[config.mk]
export PLATFORM = sky130hd
export DESIGN_NAME = ps2_keyboard_host_receiver
export DESIGN_NICKNAME = d
export VERILOG_FILES = /design/src/rtl/core/ps2kbd_pkg.sv /design/src/rtl/core/ps2_keyboard_host_receiver.sv /design/src/rtl/core/ps2kbd_queue.sv /design/src/rtl/core/ps2kbd_ctrl.sv
export SDC_FILE = /design/constraint.sdc
export NUM_CORES = 1
export LEC_CHECK = 0
export ABC_CLOCK_PERIOD_IN_PS = 20900
export BUFFER_PORTS_ARGS = -buffer_cell sky130_fd_sc_hd__clkbuf_2
export CELL_PAD_IN_SITES_DETAIL_PLACEMENT = 0
export CELL_PAD_IN_SITES_GLOBAL_PLACEMENT = 1
export CORE_MARGIN = 2
export CORE_UTILIZATION = 35
export CTS_CLUSTER_SIZE = 28
export DETAILED_ROUTE_END_ITERATION = 8
export GPL_ROUTABILITY_DRIVEN = 0
export HOLD_SLACK_MARGIN = 0.15
export PLACE_DENSITY_LB_ADDON = 0.1
export SYNTH_ARGS = -nofsm -noshare
export SYNTH_HDL_FRONTEND = slang
export SYNTH_SLANG_ARGS = --single-unit
[constraint.sdc]
create_clock -name clk -period 20.9 [get_ports clk]
set_input_delay 2.09 -clock clk [delete_from_list [all_inputs] [get_ports clk]]
set_output_delay 2.09 -clock clk [all_outputs]
set_load 0.01 [all_outputs]
[src/rtl/core/ps2kbd_pkg.sv]
package ps2kbd_pkg;

	localparam int QUEUE_DEPTH = 16;
	localparam int QIDX_W      = (QUEUE_DEPTH > 1) ? $clog2(QUEUE_DEPTH) : 1;

	localparam logic [31:0] GLITCH_RESET  = 32'd8000;
	localparam logic [31:0] TIMEOUT_RESET = 32'd19200;

	localparam logic [7:0] CODE_E0     = 8'hE0;
	localparam logic [7:0] CODE_E1     = 8'hE1;
	localparam logic [7:0] CODE_BREAK  = 8'hF0;
	localparam logic [7:0] CODE_ACK    = 8'hFA;
	localparam logic [7:0] CODE_RESEND = 8'hFE;
	localparam logic [7:0] CODE_BAT    = 8'hAA;

	localparam logic [9:0] PAUSE_HEAD = 10'h214;
	localparam logic [9:0] PAUSE_TAIL = 10'h077;

	localparam logic [3:0] RX_FRAME_BITS = 4'd11;
	localparam logic [3:0] TX_RELEASE    = 4'd10;

	typedef enum logic [1:0] {
		OP_EDGE   = 2'd0,
		OP_READ   = 2'd1,
		OP_SEND   = 2'd2,
		OP_CLRBAT = 2'd3
	} op_t;

	typedef enum logic {
		REG_GLITCH  = 1'b0,
		REG_TIMEOUT = 1'b1
	} reg_idx_t;

	// queue request from the control stage
	typedef struct packed {
		logic        push;
		logic        pop;
		logic [15:0] code;
	} q_req_t;

	typedef struct packed {
		logic empty;
		logic full;
	} q_stat_t;

	// per-word result fields known at accept time
	typedef struct packed {
		logic pop;
		logic drive_enable;
		logic drive_level;
		logic release_line;
		logic ack_flag;
		logic resend_flag;
		logic bat_flag;
		logic tx_busy;
	} res_t;

	function automatic logic [QIDX_W-1:0] next_idx(input logic [QIDX_W-1:0] i);
		logic [QIDX_W-1:0] r;
		if (i == QIDX_W'(QUEUE_DEPTH - 1)) begin
			r = '0;
		end else begin
			r = i + QIDX_W'(1);
		end
		return r;
	endfunction

endpackage

[src/rtl/core/ps2_keyboard_host_receiver.sv]
// pipeline: two register stages, stage 1 with the queue read in flight, then the
// output register m_tdata_q; throughput: one word per cycle while m_tready holds;
// the scan-code queue is a one-port-read, one-port-write memory with a registered
// read, and a pop never meets a push
// reset: arst_n clears all control state, flags, queue pointers and config
// registers to their defaults at once; queue contents are left unset
module ps2_keyboard_host_receiver (
	input  logic        clk,
	input  logic        arst_n,
	// config write port
	input  logic        cfg_we,
	input  logic [0:0]  cfg_index,
	input  logic [31:0] cfg_wdata,
	// input words
	input  logic        s_tvalid,
	output logic        s_tready,
	// [1:0] operation, [33:2] edge_time, [34] data_bit, [42:35] send_byte, rest zero
	input  logic [47:0] s_tdata,
	// result words
	output logic        m_tvalid,
	input  logic        m_tready,
	// [15:0] read_code, [16] read_valid, [17] drive_enable, [18] drive_level,
	// [19] release_line, [20] ack_flag, [21] resend_flag, [22] bat_flag, [23] tx_busy
	output logic [23:0] m_tdata
);

	logic                accept;
	logic                out_free;
	ps2kbd_pkg::q_req_t  q_req;
	ps2kbd_pkg::q_stat_t q_stat;
	ps2kbd_pkg::res_t    res;
	logic [15:0]         rd_data;

	// stage 1: result fields known at accept, queue read in flight
	logic                valid_s1;
	ps2kbd_pkg::res_t    res_s1;

	// output register
	logic                m_tvalid_q;
	logic [23:0]         m_tdata_q;
	logic [15:0]         prev_read_q;

	logic [15:0]         popped;
	logic                pause_tail;

	// output register frees when empty or being taken; stage 1 then moves on
	assign out_free = !m_tvalid_q || m_tready;
	assign s_tready = !valid_s1 || out_free;
	assign accept   = s_tvalid && s_tready;
	assign m_tvalid = m_tvalid_q;
	assign m_tdata  = m_tdata_q;

	ps2kbd_ctrl u_ctrl (
		.clk       (clk),
		.arst_n    (arst_n),
		.cfg_we    (cfg_we),
		.cfg_index (cfg_index),
		.cfg_wdata (cfg_wdata),
		.accept    (accept),
		.operation (ps2kbd_pkg::op_t'(s_tdata[1:0])),
		.edge_time (s_tdata[33:2]),
		.data_bit  (s_tdata[34]),
		.send_byte (s_tdata[42:35]),
		.q_stat    (q_stat),
		.q_req     (q_req),
		.res       (res)
	);

	ps2kbd_queue u_queue (
		.clk     (clk),
		.arst_n  (arst_n),
		.req     (q_req),
		.stat    (q_stat),
		.rd_data (rd_data)
	);

	// pause sequence: the 0x77 tail after an E1 14 read comes back as zero
	always_comb begin
		pause_tail = (prev_read_q[9:0] == ps2kbd_pkg::PAUSE_HEAD)
			&& (rd_data[9:0] == ps2kbd_pkg::PAUSE_TAIL);
		popped = pause_tail ? 16'h0000 : rd_data;
	end

	// the read data register holds while stage 1 stalls since no pop is issued
	always_ff @(posedge clk or negedge arst_n) begin
		if (!arst_n) begin
			valid_s1    <= 1'b0;
			m_tvalid_q  <= 1'b0;
			prev_read_q <= '0;
		end else begin
			if (s_tready) begin
				valid_s1 <= accept;
			end
			if (out_free) begin
				m_tvalid_q <= valid_s1;
				if (valid_s1 && res_s1.pop) begin
					prev_read_q <= popped;
				end
			end
		end
	end

	always_ff @(posedge clk) begin
		if (accept) begin
			res_s1 <= res;
		end
		if (out_free && valid_s1) begin
			m_tdata_q <= {res_s1.tx_busy, res_s1.bat_flag, res_s1.resend_flag,
				res_s1.ack_flag, res_s1.release_line, res_s1.drive_level,
				res_s1.drive_enable, res_s1.pop,
				res_s1.pop ? popped : 16'h0000};
		end
	end

endmodule

[src/rtl/core/ps2kbd_queue.sv]
module ps2kbd_queue (
	input  logic                  clk,
	input  logic                  arst_n,
	input  ps2kbd_pkg::q_req_t    req,
	output ps2kbd_pkg::q_stat_t   stat,
	output logic [15:0]           rd_data
);

	logic [15:0] mem [ps2kbd_pkg::QUEUE_DEPTH];
	logic [ps2kbd_pkg::QIDX_W-1:0] head_q;
	logic [ps2kbd_pkg::QIDX_W-1:0] tail_q;
	logic [15:0] rd_data_q;

	assign stat.empty = (head_q == tail_q);
	assign stat.full  = (ps2kbd_pkg::next_idx(head_q) == tail_q);
	assign rd_data    = rd_data_q;

	// push and pop come from different words, never in the same cycle
	always_ff @(posedge clk) begin
		if (req.push) begin
			mem[head_q] <= req.code;
		end
		if (req.pop) begin
			rd_data_q <= mem[tail_q];
		end
	end

	always_ff @(posedge clk or negedge arst_n) begin
		if (!arst_n) begin
			head_q <= '0;
			tail_q <= '0;
		end else begin
			if (req.push) begin
				head_q <= ps2kbd_pkg::next_idx(head_q);
			end
			if (req.pop) begin
				tail_q <= ps2kbd_pkg::next_idx(tail_q);
			end
		end
	end

endmodule

[src/rtl/core/ps2kbd_ctrl.sv]
module ps2kbd_ctrl (
	input  logic                  clk,
	input  logic                  arst_n,
	input  logic                  cfg_we,
	input  logic [0:0]            cfg_index,
	input  logic [31:0]           cfg_wdata,
	input  logic                  accept,
	input  ps2kbd_pkg::op_t       operation,
	input  logic [31:0]           edge_time,
	input  logic                  data_bit,
	input  logic [7:0]            send_byte,
	input  ps2kbd_pkg::q_stat_t   q_stat,
	output ps2kbd_pkg::q_req_t    q_req,
	output ps2kbd_pkg::res_t      res
);

	logic [31:0] glitch_q, timeout_q, last_edge_q;
	logic [10:0] rx_frame_q;
	logic [3:0]  rx_cnt_q;
	logic        pre_e0_q, pre_e1_q, pre_brk_q;
	logic [8:0]  tx_frame_q;
	logic [3:0]  tx_cnt_q;
	logic        ack_q, resend_q, bat_q;

	logic [31:0] gap;
	logic        edge_ok, timeout;
	logic [10:0] frame_base, frame_set, rx_frame_d;
	logic [3:0]  cnt_base, cnt_inc, rx_cnt_d;
	logic [7:0]  code;
	logic        frame_good;
	logic        pre_e0_d, pre_e1_d, pre_brk_d;
	logic [8:0]  tx_frame_d;
	logic [3:0]  tx_cnt_d, tx_idx;
	logic        ack_d, resend_d, bat_d;
	logic        push;
	logic [15:0] tag_code;

	function automatic logic [3:0] cnt_next_tx(input logic [3:0] c);
		return c + 4'd1;
	endfunction

	always_comb begin
		gap        = edge_time - last_edge_q;
		edge_ok    = (operation == ps2kbd_pkg::OP_EDGE) && !(gap < glitch_q);
		timeout    = gap > timeout_q;
		frame_base = timeout ? '0 : rx_frame_q;
		cnt_base   = timeout ? '0 : rx_cnt_q;
		frame_set  = frame_base;
		if (cnt_base < ps2kbd_pkg::RX_FRAME_BITS && data_bit) begin
			frame_set = frame_base | (11'd1 << cnt_base);
		end
		cnt_inc    = cnt_base + 4'd1;
		code       = frame_set[8:1];
		frame_good = !frame_set[0] && frame_set[10] && (^frame_set[9:1]);
		tx_idx     = tx_cnt_q - 4'd1;

		tag_code = {8'h00, code};
		if (pre_e0_q) begin
			tag_code[8] = 1'b1;
		end else if (pre_e1_q) begin
			tag_code[9] = 1'b1;
		end
		tag_code[15] = pre_brk_q;

		rx_frame_d = rx_frame_q;
		rx_cnt_d   = rx_cnt_q;
		pre_e0_d   = pre_e0_q;
		pre_e1_d   = pre_e1_q;
		pre_brk_d  = pre_brk_q;
		tx_frame_d = tx_frame_q;
		tx_cnt_d   = tx_cnt_q;
		ack_d      = ack_q;
		resend_d   = resend_q;
		bat_d      = bat_q;
		push       = 1'b0;
		res        = '0;

		case (operation)
			ps2kbd_pkg::OP_EDGE: begin
				if (edge_ok) begin
					rx_frame_d = frame_base;
					rx_cnt_d   = cnt_base;
					if (tx_cnt_q != 4'd0) begin
						if (tx_cnt_q >= ps2kbd_pkg::TX_RELEASE) begin
							tx_frame_d       = '0;
							tx_cnt_d         = '0;
							res.release_line = 1'b1;
						end else begin
							res.drive_enable = 1'b1;
							res.drive_level  = tx_frame_q[tx_idx];
							tx_cnt_d         = cnt_next_tx(tx_cnt_q);
						end
					end else if (cnt_inc >= ps2kbd_pkg::RX_FRAME_BITS) begin
						rx_frame_d = '0;
						rx_cnt_d   = '0;
						if (frame_good) begin
							if (code == ps2kbd_pkg::CODE_E0) begin
								pre_e0_d = 1'b1;
							end else if (code == ps2kbd_pkg::CODE_E1) begin
								pre_e1_d = 1'b1;
							end else if (code == ps2kbd_pkg::CODE_BREAK) begin
								pre_brk_d = 1'b1;
							end else if (code == ps2kbd_pkg::CODE_ACK) begin
								ack_d = 1'b1;
							end else if (code == ps2kbd_pkg::CODE_RESEND) begin
								resend_d = 1'b1;
							end else if (code == ps2kbd_pkg::CODE_BAT) begin
								bat_d = 1'b1;
							end else begin
								// full queue drops the code but still clears prefixes
								push      = !q_stat.full;
								pre_e0_d  = 1'b0;
								pre_e1_d  = 1'b0;
								pre_brk_d = 1'b0;
							end
						end
					end else begin
						rx_frame_d = frame_set;
						rx_cnt_d   = cnt_inc;
					end
				end
			end
			ps2kbd_pkg::OP_READ: begin
				res.pop = !q_stat.empty;
			end
			ps2kbd_pkg::OP_SEND: begin
				ack_d      = 1'b0;
				resend_d   = 1'b0;
				tx_frame_d = {~(^send_byte), send_byte};
				tx_cnt_d   = 4'd1;
			end
			ps2kbd_pkg::OP_CLRBAT: begin
				bat_d = 1'b0;
			end
			default: begin
			end
		endcase

		res.ack_flag    = ack_d;
		res.resend_flag = resend_d;
		res.bat_flag    = bat_d;
		res.tx_busy     = (tx_cnt_d != 4'd0);

		q_req.push = accept && push;
		q_req.pop  = accept && res.pop;
		q_req.code = tag_code;
	end

	always_ff @(posedge clk or negedge arst_n) begin
		if (!arst_n) begin
			glitch_q  <= ps2kbd_pkg::GLITCH_RESET;
			timeout_q <= ps2kbd_pkg::TIMEOUT_RESET;
		end else if (cfg_we) begin
			if (cfg_index == ps2kbd_pkg::REG_GLITCH) begin
				glitch_q <= cfg_wdata;
			end else begin
				timeout_q <= cfg_wdata;
			end
		end
	end

	always_ff @(posedge clk or negedge arst_n) begin
		if (!arst_n) begin
			last_edge_q <= '0;
			rx_frame_q  <= '0;
			rx_cnt_q    <= '0;
			pre_e0_q    <= 1'b0;
			pre_e1_q    <= 1'b0;
			pre_brk_q   <= 1'b0;
			tx_frame_q  <= '0;
			tx_cnt_q    <= '0;
			ack_q       <= 1'b0;
			resend_q    <= 1'b0;
			bat_q       <= 1'b0;
		end else if (accept) begin
			if (edge_ok) begin
				last_edge_q <= edge_time;
			end
			rx_frame_q <= rx_frame_d;
			rx_cnt_q   <= rx_cnt_d;
			pre_e0_q   <= pre_e0_d;
			pre_e1_q   <= pre_e1_d;
			pre_brk_q  <= pre_brk_d;
			tx_frame_q <= tx_frame_d;
			tx_cnt_q   <= tx_cnt_d;
			ack_q      <= ack_d;
			resend_q   <= resend_d;
			bat_q      <= bat_d;
		end
	end

endmodule
; ---- Yosys cells after proc, flatten, opt, wreduce, memory -nomap -nowiden
; Memories as Yosys holds them, arrays and structs flattened. A register that Yosys moved wholly into a read port is not among the register bits.
; Cells that the tools add are included.
[op_classes]
magnitude_cmp = 6
bitwise = 8
multipliers = 0
eq_ne = 30
n_addsub = 6
n_mux = 77
shifts = 1
n_reduce_logical = 35
n_div = 0
[ops]
columns = op, count
row1 = $mux 1, 54
row2 = $eq 8x8->1 const B, 6
row3 = $mux 11, 4
row4 = $reduce_and 11->1, 3
row5 = $gt 32x32->1, 1
row6 = $lt 32x32->1, 1
row7 = $mux 4, 8
row8 = $sub 32x32->32, 1
row9 = $mux 9, 3
row10 = $ne 2x1->1 const B, 13
row11 = $pmux 9 s2, 1
row12 = $add 4x1->4 const B, 4
row13 = $mux 16, 1
row14 = $or 11x11->11, 1
row15 = $shl 1x4->11 const A, 1
row16 = $eq 10x10->1 const B, 1
row17 = $eq 10x7->1 const B, 1
row18 = $logic_and 1x1->1, 10
row19 = $reduce_xor 9->1, 1
row20 = $eq 4x4->1, 2
row21 = $eq 4x4->1 const B, 2
row22 = $ge 4x4->1 const B, 2
row23 = $pmux 4 s2, 1
row24 = $reduce_and 2->1, 4
row25 = other kinds (19), 37
[totals]
rom_bits = 0
ff_bits = 198
input_bits = 86
wordCells = 193
ramBits = 176
latch_bits = 0
memories = 1
[memory_table]
columns = name, depth, word_bits, read_ports, rd_ports_with_merged_regs, write_ports, line_no
row1 = u_queue.mem, 16, 11, 1, 1, 1, ps2kbd_queue.sv:9  ; logic [15:0] mem [ps2kbd_pkg::QUEUE_DEPTH];

; ---- Longest topological paths before layout
; Gate-level depths: netlist (run 1).
[depth]
word_depth = 21
mapped_depth = 38

; ---- Hierarchy
; From an unflattened synthesis (run 1), not the netlist that was laid out.
[hier_totals]
cells_unflattened = 1683
area_unflattened_um2 = 21947.3
[modules_own_cells]
columns = mod, cells_per_inst, instances, area_per_inst_um2
row1 = ps2kbd_queue, 558, 1, 10914.2
row2 = ps2kbd_ctrl, 1009, 1, 9371.5
row3 = ps2_keyboard_host_receiver, 116, 1, 1661.6

; ---- Worst setup path after synthesis (run 1)
; OpenSTA, ideal clock, no wires.
[synth_timing]
kind = input to register
startpoint = input s_tdata[2]
endpoint = memory u_queue.mem[0][0] (netlist bit), enable pin
path_buffers = 2
required_time_ns = 20.507
arrival_ns = 9.890
path_stages = 37
setup_slack_ns = 10.617
path_cell_list = inv_1 > ha_1 > inv_1 > fa_1 > a211oi_1 > nor2_1 > o21ai_0 > a21oi_1 > a22oi_2 > a21oi_1 > o41ai_1 > nor2b_1 > a311o_1 > xor2_1 > ha_1 > nand2_1 > nor3_1 > nand2_1 > and2_1 > o22ai_1 > nand2_1 > buf_2 > buf_2 > nand2_1 > inv_1 > ha_1 > nor4bb_1 > and2_1 > o21a_1 > ha_1 > xnor2_1 > xnor2_1 > xnor2_1 > nor3_1 > and2_0 > nand4_2 > nor3_1
[synth_lines]
columns = item, line_no
row1 = from (decl), ps2_keyboard_host_receiver.sv:18  ; input logic [47:0] s_tdata,
row2 = to (decl), ps2kbd_queue.sv:9

==> results of run 1 <==
[state kept, by name, indices dropped and copies added (netlist names), 4 cells and up]
register and cells:
u_ctrl.timeout_q 32, u_ctrl.tx_cnt_q 4, u_queue.rd_data 11, u_ctrl.glitch_q 32
m_tdata 19, u_ctrl.last_edge_q 32, u_ctrl.tx_frame_q 9, u_queue.tail_q 4
u_queue.mem 176, u_ctrl.rx_frame_q 11, u_ctrl.rx_cnt_q 4, prev_read_q 10
res_s1 8, u_queue.head_q 4
[kinds of logic (layout without fill, tap and decap cells)]
group                      after synthesis  count (layout)  share of synthesized area, %
adders and majority gates              122             122                          8.40
muxes                                  110             110                          8.03
AOI/OAI and AO/OA                      353             353                          12.8
buffers and inverters                  180             332                          3.85
DFF                                    364             364                          55.8
xor gates and xnor gates                46              46                          2.21
other                                    1               5                        0.0205
and+or+nand+nor                        327             327                          8.90
[per-stage QoR]
stage / hold slack [ns] / cell area (um2) / power [mW]
after global routing: 0.422 / 21100 / 2.80
after floorplan: 0.400 / 18300 / 1.57
after global placement: 0.400 / 19600 / 1.83
after detailed placement: 0.405 / 19600 / 1.83
final: 0.417 / 21100 / 2.59
after CTS: 0.419 / 21100 / 2.64
[per-layer routing]
layer  track usage, %  up-vias  part of all wire, %
li1                 -     5779                    -
met1             22.0     5736                   46
met2             28.2      185                   48
met3             2.77       59                  3.8
met4             5.21        0                  2.2
met5                0        -                    0
[report_power, final]
part	total, mW	internal (mW)	switching, mW
Sequential	0.872	0.843	0.0286
Combinational	0.932	0.368	0.564
Clock	0.783	0.467	0.316
Total	2.59	1.68	0.909
[Yosys cell counts (all sizes together), types with 4 or more instances]
cell	n
or2	4
a21oi	68
o41ai	4
nor2	50
a22oi	16
o31ai	4
nand3	17
nor3	30
inv	122
a21o	26
o21ai	125
and3	7
nand2	124
mux4	24
dfrtp	140
o2bb2ai	5
clkbuf	34
a2111oi	7
and2	22
buf	24
ha	121
a21boi	4
mux2i	34
nand4	23
o211ai	4
o21a	17
a31oi	9
mux2	52
a221oi	11
a22o	23
nor2b	16
nand2b	12
a32o	8
xor2	13
dfstp	10
nor4	4
edfxtp	214
xnor2	33
a211oi	6
and4	4
[cell type report]
cell class | count | area share (%)
repair buffers | 128 | 3.39
inverters | 122 | 2.17
multi-input cells | 963 | 35.0
clock inverters | 22 | 1.38
clock buffers | 60 | 5.65
flip-flops and latches | 364 | 48.3
well taps | 680 | 4.03
[final timing paths]
check,end,slack [ns],depth (start not counted)
min in group asynchronous,valid_s1$_DFFE_PN0N_,1.59,1
worst max-delay path,u_queue.mem[2][1]$_DFFE_PP_,8.77,36
max in group asynchronous,u_ctrl.last_edge_q[30]$_DFFE_PN0P_,17.87,2
worst min-delay path,m_tdata[23]$_DFFE_PP_,0.42,0
worst min register to register,m_tdata[23]$_DFFE_PP_,0.42,0
worst max register to register,u_queue.mem[2][1]$_DFFE_PP_,10.03,34
[worst reg2reg max path, delay by kind of cell (launching register included)]
| kind | cells | cell delay [ns] |
|---|---|---|
| buffers and inverters | 2 | 0.34 |
| AO/OA/AOI/OAI | 9 | 3.66 |
| adder cells (fa/ha/maj) | 5 | 1.41 |
| flip-flops | 1 | 0.36 |
| AND/OR/NAND/NOR | 14 | 3.96 |
| XOR/XNOR | 4 | 0.83 |
==> metrics.md, run 1 <==
| Metric | Value |
|---|---|
| Outcome | finished clean |
| Vias/cell | 5.03 |
| Share of Yosys cell area claimed by the top area cell type | 35.2% |
| Worst slew margin relative to its limit | ~30% |
| Number of max-slew violations in the final report | 0 |
| CTS sink count | 364 |
| Commonest non-fill, non-tap cell in the layout | edfxtp_1 |
| Final WL | 43700 um |
| Flip-flop and latch count after synthesis | 364 |
| DRC violations left | 0 |
| Most frequent cells in the layout | 214 x edfxtp_1, 138 x dfrtp_1, 124 x nand2_1 |
| Vias in the first global route | around 12000 |
| Largest delay share family, worst path | simple AND/OR/NAND/NOR gates |
| Post-CTS setup buffer count | 0 |
| Cells after synthesis | between 1500 and 2000 |
| Sequential area share after synthesis | 55.8% |
| Total of hold buffers inserted after clock tree synthesis | 0 |
| Area of combinational cells with multiple inputs | approximately 7400 um2 |
| Placed Instances | about 2300 |
| Highest achievable clock rate | 82.4 MHz |
| Global-route wire length before repair | 69400 um |
| Number of nets with antenna violations after routing | 0 |
| Number of hold violations in the final report | 0 |
| Clock root cell | clkbuf_16 |
| Post-route worst setup slack | 8.77 ns |
| Row Count | 83 |
| Worst-path cell with the longest stage delay | o22ai_1 |
| Max-capacitance violation count | 0 |
| Max Root-Sink Buffers | 3 |
| Detailed-route wire length per cell | between 15 and 20 um |
| RSZ-0062 raised after global routing | no |
| Global-route usage over all layers | 16.7% |
| Area of the core region | 51400 um2 |
| Total of buffers placed on input and output ports | 101 |
| P per Cell Area | about 120 nW/um2 |
| Total half-perimeter wirelength after legalization and detailed placement | 30000 um |
| Setup Viol. Count Final | 0 |
| Crit path required time | 21.17 ns |
| Die H | 232 um |
| Detailed-route via count | 11759 |
| Post-route clock skew | 0.0178 ns |
| Synth unique cells | 78 |
| Path type of the worst min-delay path | register to register |
| Category of the critical setup timing path | primary input to register |
| Number of antenna violations at the first check in global routing | 0 |
| Netlist area before placement | between 15000 and 20000 um2 |
| Horizontal die dimension | 232 um |
| Area growth, synth to finish | 15.6% |
| Most used DFF post-synth | edfxtp_1 |
| Startpoint of the most critical hold path | res_s1[0]$_DFFE_PP_ |
| H-tree lvl count | 2 |
| Diodes inserted | 0 |
| Floorplan die area | between 50000 and 60000 um2 |
| Worst setup path startpoint | s_tdata[2] |
| EDFF count, synth | 214 |
| Net total in the final layout | between 1500 and 2000 |
| Total negative slack | 0 ns |
| Yosys warnings | 0 |
| Starting density of the core | about 36% |
| Cell repeated most along the worst path | ha_1 |
| Final instance count without filler cells | 2339 |
| Source of the worst register-to-register timing path | u_ctrl.last_edge_q[0]$_DFFE_PN0P_ |
| Maximum vdd drop | about 0.00008 V |
| Worst Setup Slack post-DPL | just over 8 ns |
| Fill count | 4955 |
| CTS resizes | 0 |
| I/O pins | 112 |
| Global route overflow | 0 |
| Largest net degree at the start of global routing | 92 |
| Largest incremental delay on the critical path | 0.73 ns |
| Fraction of layout cells with a size suffix above 1 | 17.6% |
| Final worst-path cycle share | 58.0% |
| Reg clk slew, reported paths | approximately 0.060 ns |
| Register area | ~10000 um2 |
| Number of DRC markers after the initial detailed-route iteration | around 590 |
| Source-to-sink clock delay at the later pin of the worst-skew pair | 0.59 ns |
| Average cell area after synthesis | about 12 um2 |
| Minimum clock period after layout | 12.13 ns |
| Tightest Pin Transition | 1.06 ns |
| Type of origin of the critical path | primary input |
| Total CTS buffers | 44 |
| Final Core Density | 41.0% |
| Leakage power | roughly 8.3 nW |
| Worst path buffer plus inverter count | 4 |
| CP Capture Type | register |
| Post-synth top area cell | edfxtp_1 |
| Maximum net fanout on the critical path | 22 |
| Arrival time worst endpoint | between 10 and 15 ns |
| TritonCTS clock tree | built |
| Top area cells in the synthesized netlist | edfxtp_1 35%, dfrtp_1 19%, ha_1 8.3% |
| First-pass DRT Iterations | 5 |
| Synth async-reset ratio | 41.2% |
(Power assumes the default switching activity.)
==> inputs of run 2 (changes only) <==
--- a/config.mk
+++ b/config.mk
@@ -5,7 +5,8 @@
 export SDC_FILE = /design/constraint.sdc
 export NUM_CORES = 1
 export LEC_CHECK = 0
-export ABC_CLOCK_PERIOD_IN_PS = 20900
+export ABC_AREA = 1
+export ABC_CLOCK_PERIOD_IN_PS = 10540
 export BUFFER_PORTS_ARGS = -buffer_cell sky130_fd_sc_hd__clkbuf_2
 export CELL_PAD_IN_SITES_DETAIL_PLACEMENT = 0
 export CELL_PAD_IN_SITES_GLOBAL_PLACEMENT = 1
==> constraint.sdc (replaced) <==
create_clock -name clk -period 10.54 [get_ports clk]
set_input_delay 1.054 -clock clk [delete_from_list [all_inputs] [get_ports clk]]
set_output_delay 1.054 -clock clk [all_outputs]
set_load 0.01 [all_outputs]
==> metrics.md, run 2 <==
| Metric | Value |
|---|---|
| Outcome | finished clean |
| Minimum clock period after layout | 8.55 ns |
| Reg clk slew, reported paths | ~0.060 ns |
| Source-to-sink clock delay at the later pin of the worst-skew pair | 0.57 ns |
| Highest routed metal layer | met4 |
| Cell repeated most along the worst path | nand2_1 |
| Sequential area share after synthesis | between 50% and 60% |
| Minimum setup slack among reg-to-reg paths | 2.30 ns |
| Wire length on met3 | 1710 um |
| Setup Viol. Count Final | 0 |
| Max Root-Sink Buffers | 3 |
| Detailed-route via count | approximately 13000 |
| Area of the core region | 52400 um2 |
| Highest achievable clock rate | 117 MHz |
| Synth top cells by count | 398 x nand2_1, 244 x inv_1, 224 x o21ai_0, 214 x edfxtp_1, 140 x dfrtp_1 |
| Worst Setup Slack post-DPL | approximately 1.4 ns |
| Category of the critical setup timing path | primary input to register |
| Total of buffers placed on input and output ports | roughly 100 |
| EDFF count, synth | ~210 |
| Final instance area | 21200 um2 |
| Register area | around 10000 um2 |
| Vias in the first global route | 13180 |
| Share of Yosys cell area claimed by the top area cell type | a little over a third |
| Commonest non-fill, non-tap cell in the layout | nand2_1 |
| Final WL | 46600 um |
| Flip-flop and latch count after synthesis | 364 |
| Net total in the final layout | 2250 |
| Maximum net fanout on the critical path | 18 |
| Top area cells in the synthesized netlist | edfxtp_1 35%, dfrtp_1 19%, ha_1 8.2% |
| Final worst-path cycle share | 81.1% |
| Post-route clock skew | approximately 0.025 ns |
| H-tree lvl count | 2 |
| Floorplan die area | between 50000 and 60000 um2 |
| Placed Instances | around 2700 |
| Cell depth of the worst hold path | 0 |
| Largest incremental delay on the critical path | roughly 0.68 ns |
| CTS sink count | 364 |
| Yosys warnings | 0 |
| Number of hold violations in the final report | 0 |
| Leakage power | 9.16 nW |
| Total half-perimeter wirelength after legalization and detailed placement | 31900 um |
| Global-route wire length before repair | 74100 um |
| Cells after synthesis | ~1900 |
| Number of nets with antenna violations after routing | 0 |
| Global route overflow | 0 |
| Number of DRC markers after the initial detailed-route iteration | 736 |
| Number of max-slew violations in the final report | 0 |
| Type of origin of the critical path | primary input |
| Vias/cell | 4.82 |
| Netlist area before placement | 18500 um2 |
| Worst-path cell with the longest stage delay | nor3_1 |
| CTS resizes | 0 |
| Path type of the worst min-delay path | register to register |
| RSZ-0062 raised after global routing | no |
| DRC violations left | 0 |
| Row Count | 84 |
| Global-route usage over all layers | ~18% |
| Horizontal die dimension | approximately 230 um |
| Crit path required time | 10.81 ns |
| Fill count | around 5300 |
| Wire length on met1 | 21800 um |
| Max-capacitance violation count | 0 |
| Post-CTS setup buffer count | 0 |
| Area growth, synth to finish | 14.6% |
| Number of flip-flops under the largest register name | 176 |
| Post-synth top area cell | edfxtp_1 |
| Total negative slack | 0 ns |
| Largest register by flop count | u_queue.mem |
| Final instance count without filler cells | roughly 2800 |
| Most frequent cells in the layout | 396 x nand2_1, 244 x inv_1, 224 x o21ai_0 |
| First-pass DRT Iterations | 5 |
| Total of hold buffers inserted after clock tree synthesis | 0 |
| Synth async-reset ratio | 41.2% |
| Number of antenna violations at the first check in global routing | 0 |
| Fraction of layout cells with a size suffix above 1 | 11.2% |
| Cells on worst reg2reg path | 42 |
| Largest net degree at the start of global routing | 94 |
| Starting density of the core | 35.3% |
| I/O pins | around 110 |
| Tightest Pin Transition | 1.17 ns |
| TritonCTS clock tree | built |
| Die H | 234 um |
| Clock root cell | clkbuf_16 |
| Synth unique cells | 53 |
| Diodes inserted | 0 |
| Area of combinational cells with multiple inputs | 7130 um2 |
| Smallest hold slack | 0.418 ns |
| Average cell area after synthesis | between 9 and 10 um2 |
| Met2 wire len | 22100 um |
| CP Capture Type | register |
| Most used DFF post-synth | edfxtp_1 |
| Worst slew margin relative to its limit | between 20 and 25% |
| Detailed-route wire length per cell | 16.9 um |
| Leading cell type by number of instances after synthesis | nand2_1 |
| Post-detailed-placement cell area | 19800 um2 |
| Arrival time worst endpoint | roughly 8.8 ns |
| Maximum vdd drop | 0.000130 V |
| Post-route worst setup slack | 1.99 ns |
| P per Cell Area | 271 nW/um2 |
| Total CTS buffers | 44 |
-- run 2: layout make-up --
type | instances | area share (%)
Sequential cell | 364 | 48.0
Clock inverter | 21 | 0.784
Inverter | 252 | 4.46
Multi-Input combinational cell | 1254 | 33.6
Clock buffer | 57 | 5.81
Timing Repair Buffer | 126 | 3.30
Tap cell | 688 | 4.06
-- run 2: cell families after synthesis --
family	count (synthesis)	share of synthesized area [%]
compound gates	425	12.8
xor+xnor	54	2.55
fa+ha+maj	122	8.28
buf+inv	318	6.65
flops	364	55.0
other cells	1	0.0202
simple gates	648	14.7
-- run 2: critical path: cells and delay by family --
family | cells | cell delay, ns
buffers and inverters | 7 | 0.77
and+or+nand+nor | 24 | 3.92
xor gates and xnor gates | 1 | 0.12
adders and majority gates | 5 | 1.44
AOI/OAI and AO/OA | 7 | 1.48
-- run 2: final timing paths --
path,from,end
worst max-delay path,s_tdata[2],u_queue.mem[10][2]$_DFFE_PP_
worst min-delay path,res_s1[1]$_DFFE_PP_,m_tdata[22]$_DFFE_PP_
worst max register to register,u_ctrl.last_edge_q[0]$_DFFE_PN0P_,u_queue.mem[10][2]$_DFFE_PP_
worst min register to register,res_s1[1]$_DFFE_PP_,m_tdata[22]$_DFFE_PP_
max in group asynchronous,arst_n,u_ctrl.resend_q$_DFFE_PN0P_
min in group asynchronous,arst_n,u_queue.tail_q[2]$_DFFE_PN0P_
-- run 2: metal layers --
metal  track usage [%]  up-vias
met5                 0        -
met4              4.94        0
met3              2.54       58
met2              29.2      198
met1              23.8     6294
li1                  -     6767
-- run 2: where the power goes --
| group | switching, mW | total (mW) | leakage [nW] | internal, mW |
|---|---|---|---|---|
| clock network | 0.604 | 1.47 | 0.684 | 0.870 |
| logic | 1.62 | 2.47 | 4.74 | 0.848 |
| registers | 0.0962 | 1.82 | 3.74 | 1.72 |
| total | 2.32 | 5.76 | 9.16 | 3.44 |
-- run 2: stage by stage --
stage                     total power, mW  utilization (%)
after floorplan                      3.63                -
after global placement               4.33             37.8
after detailed placement             4.36             37.8
after CTS                            5.87             40.5
after global routing                 6.30             40.5
final                                5.76             40.5
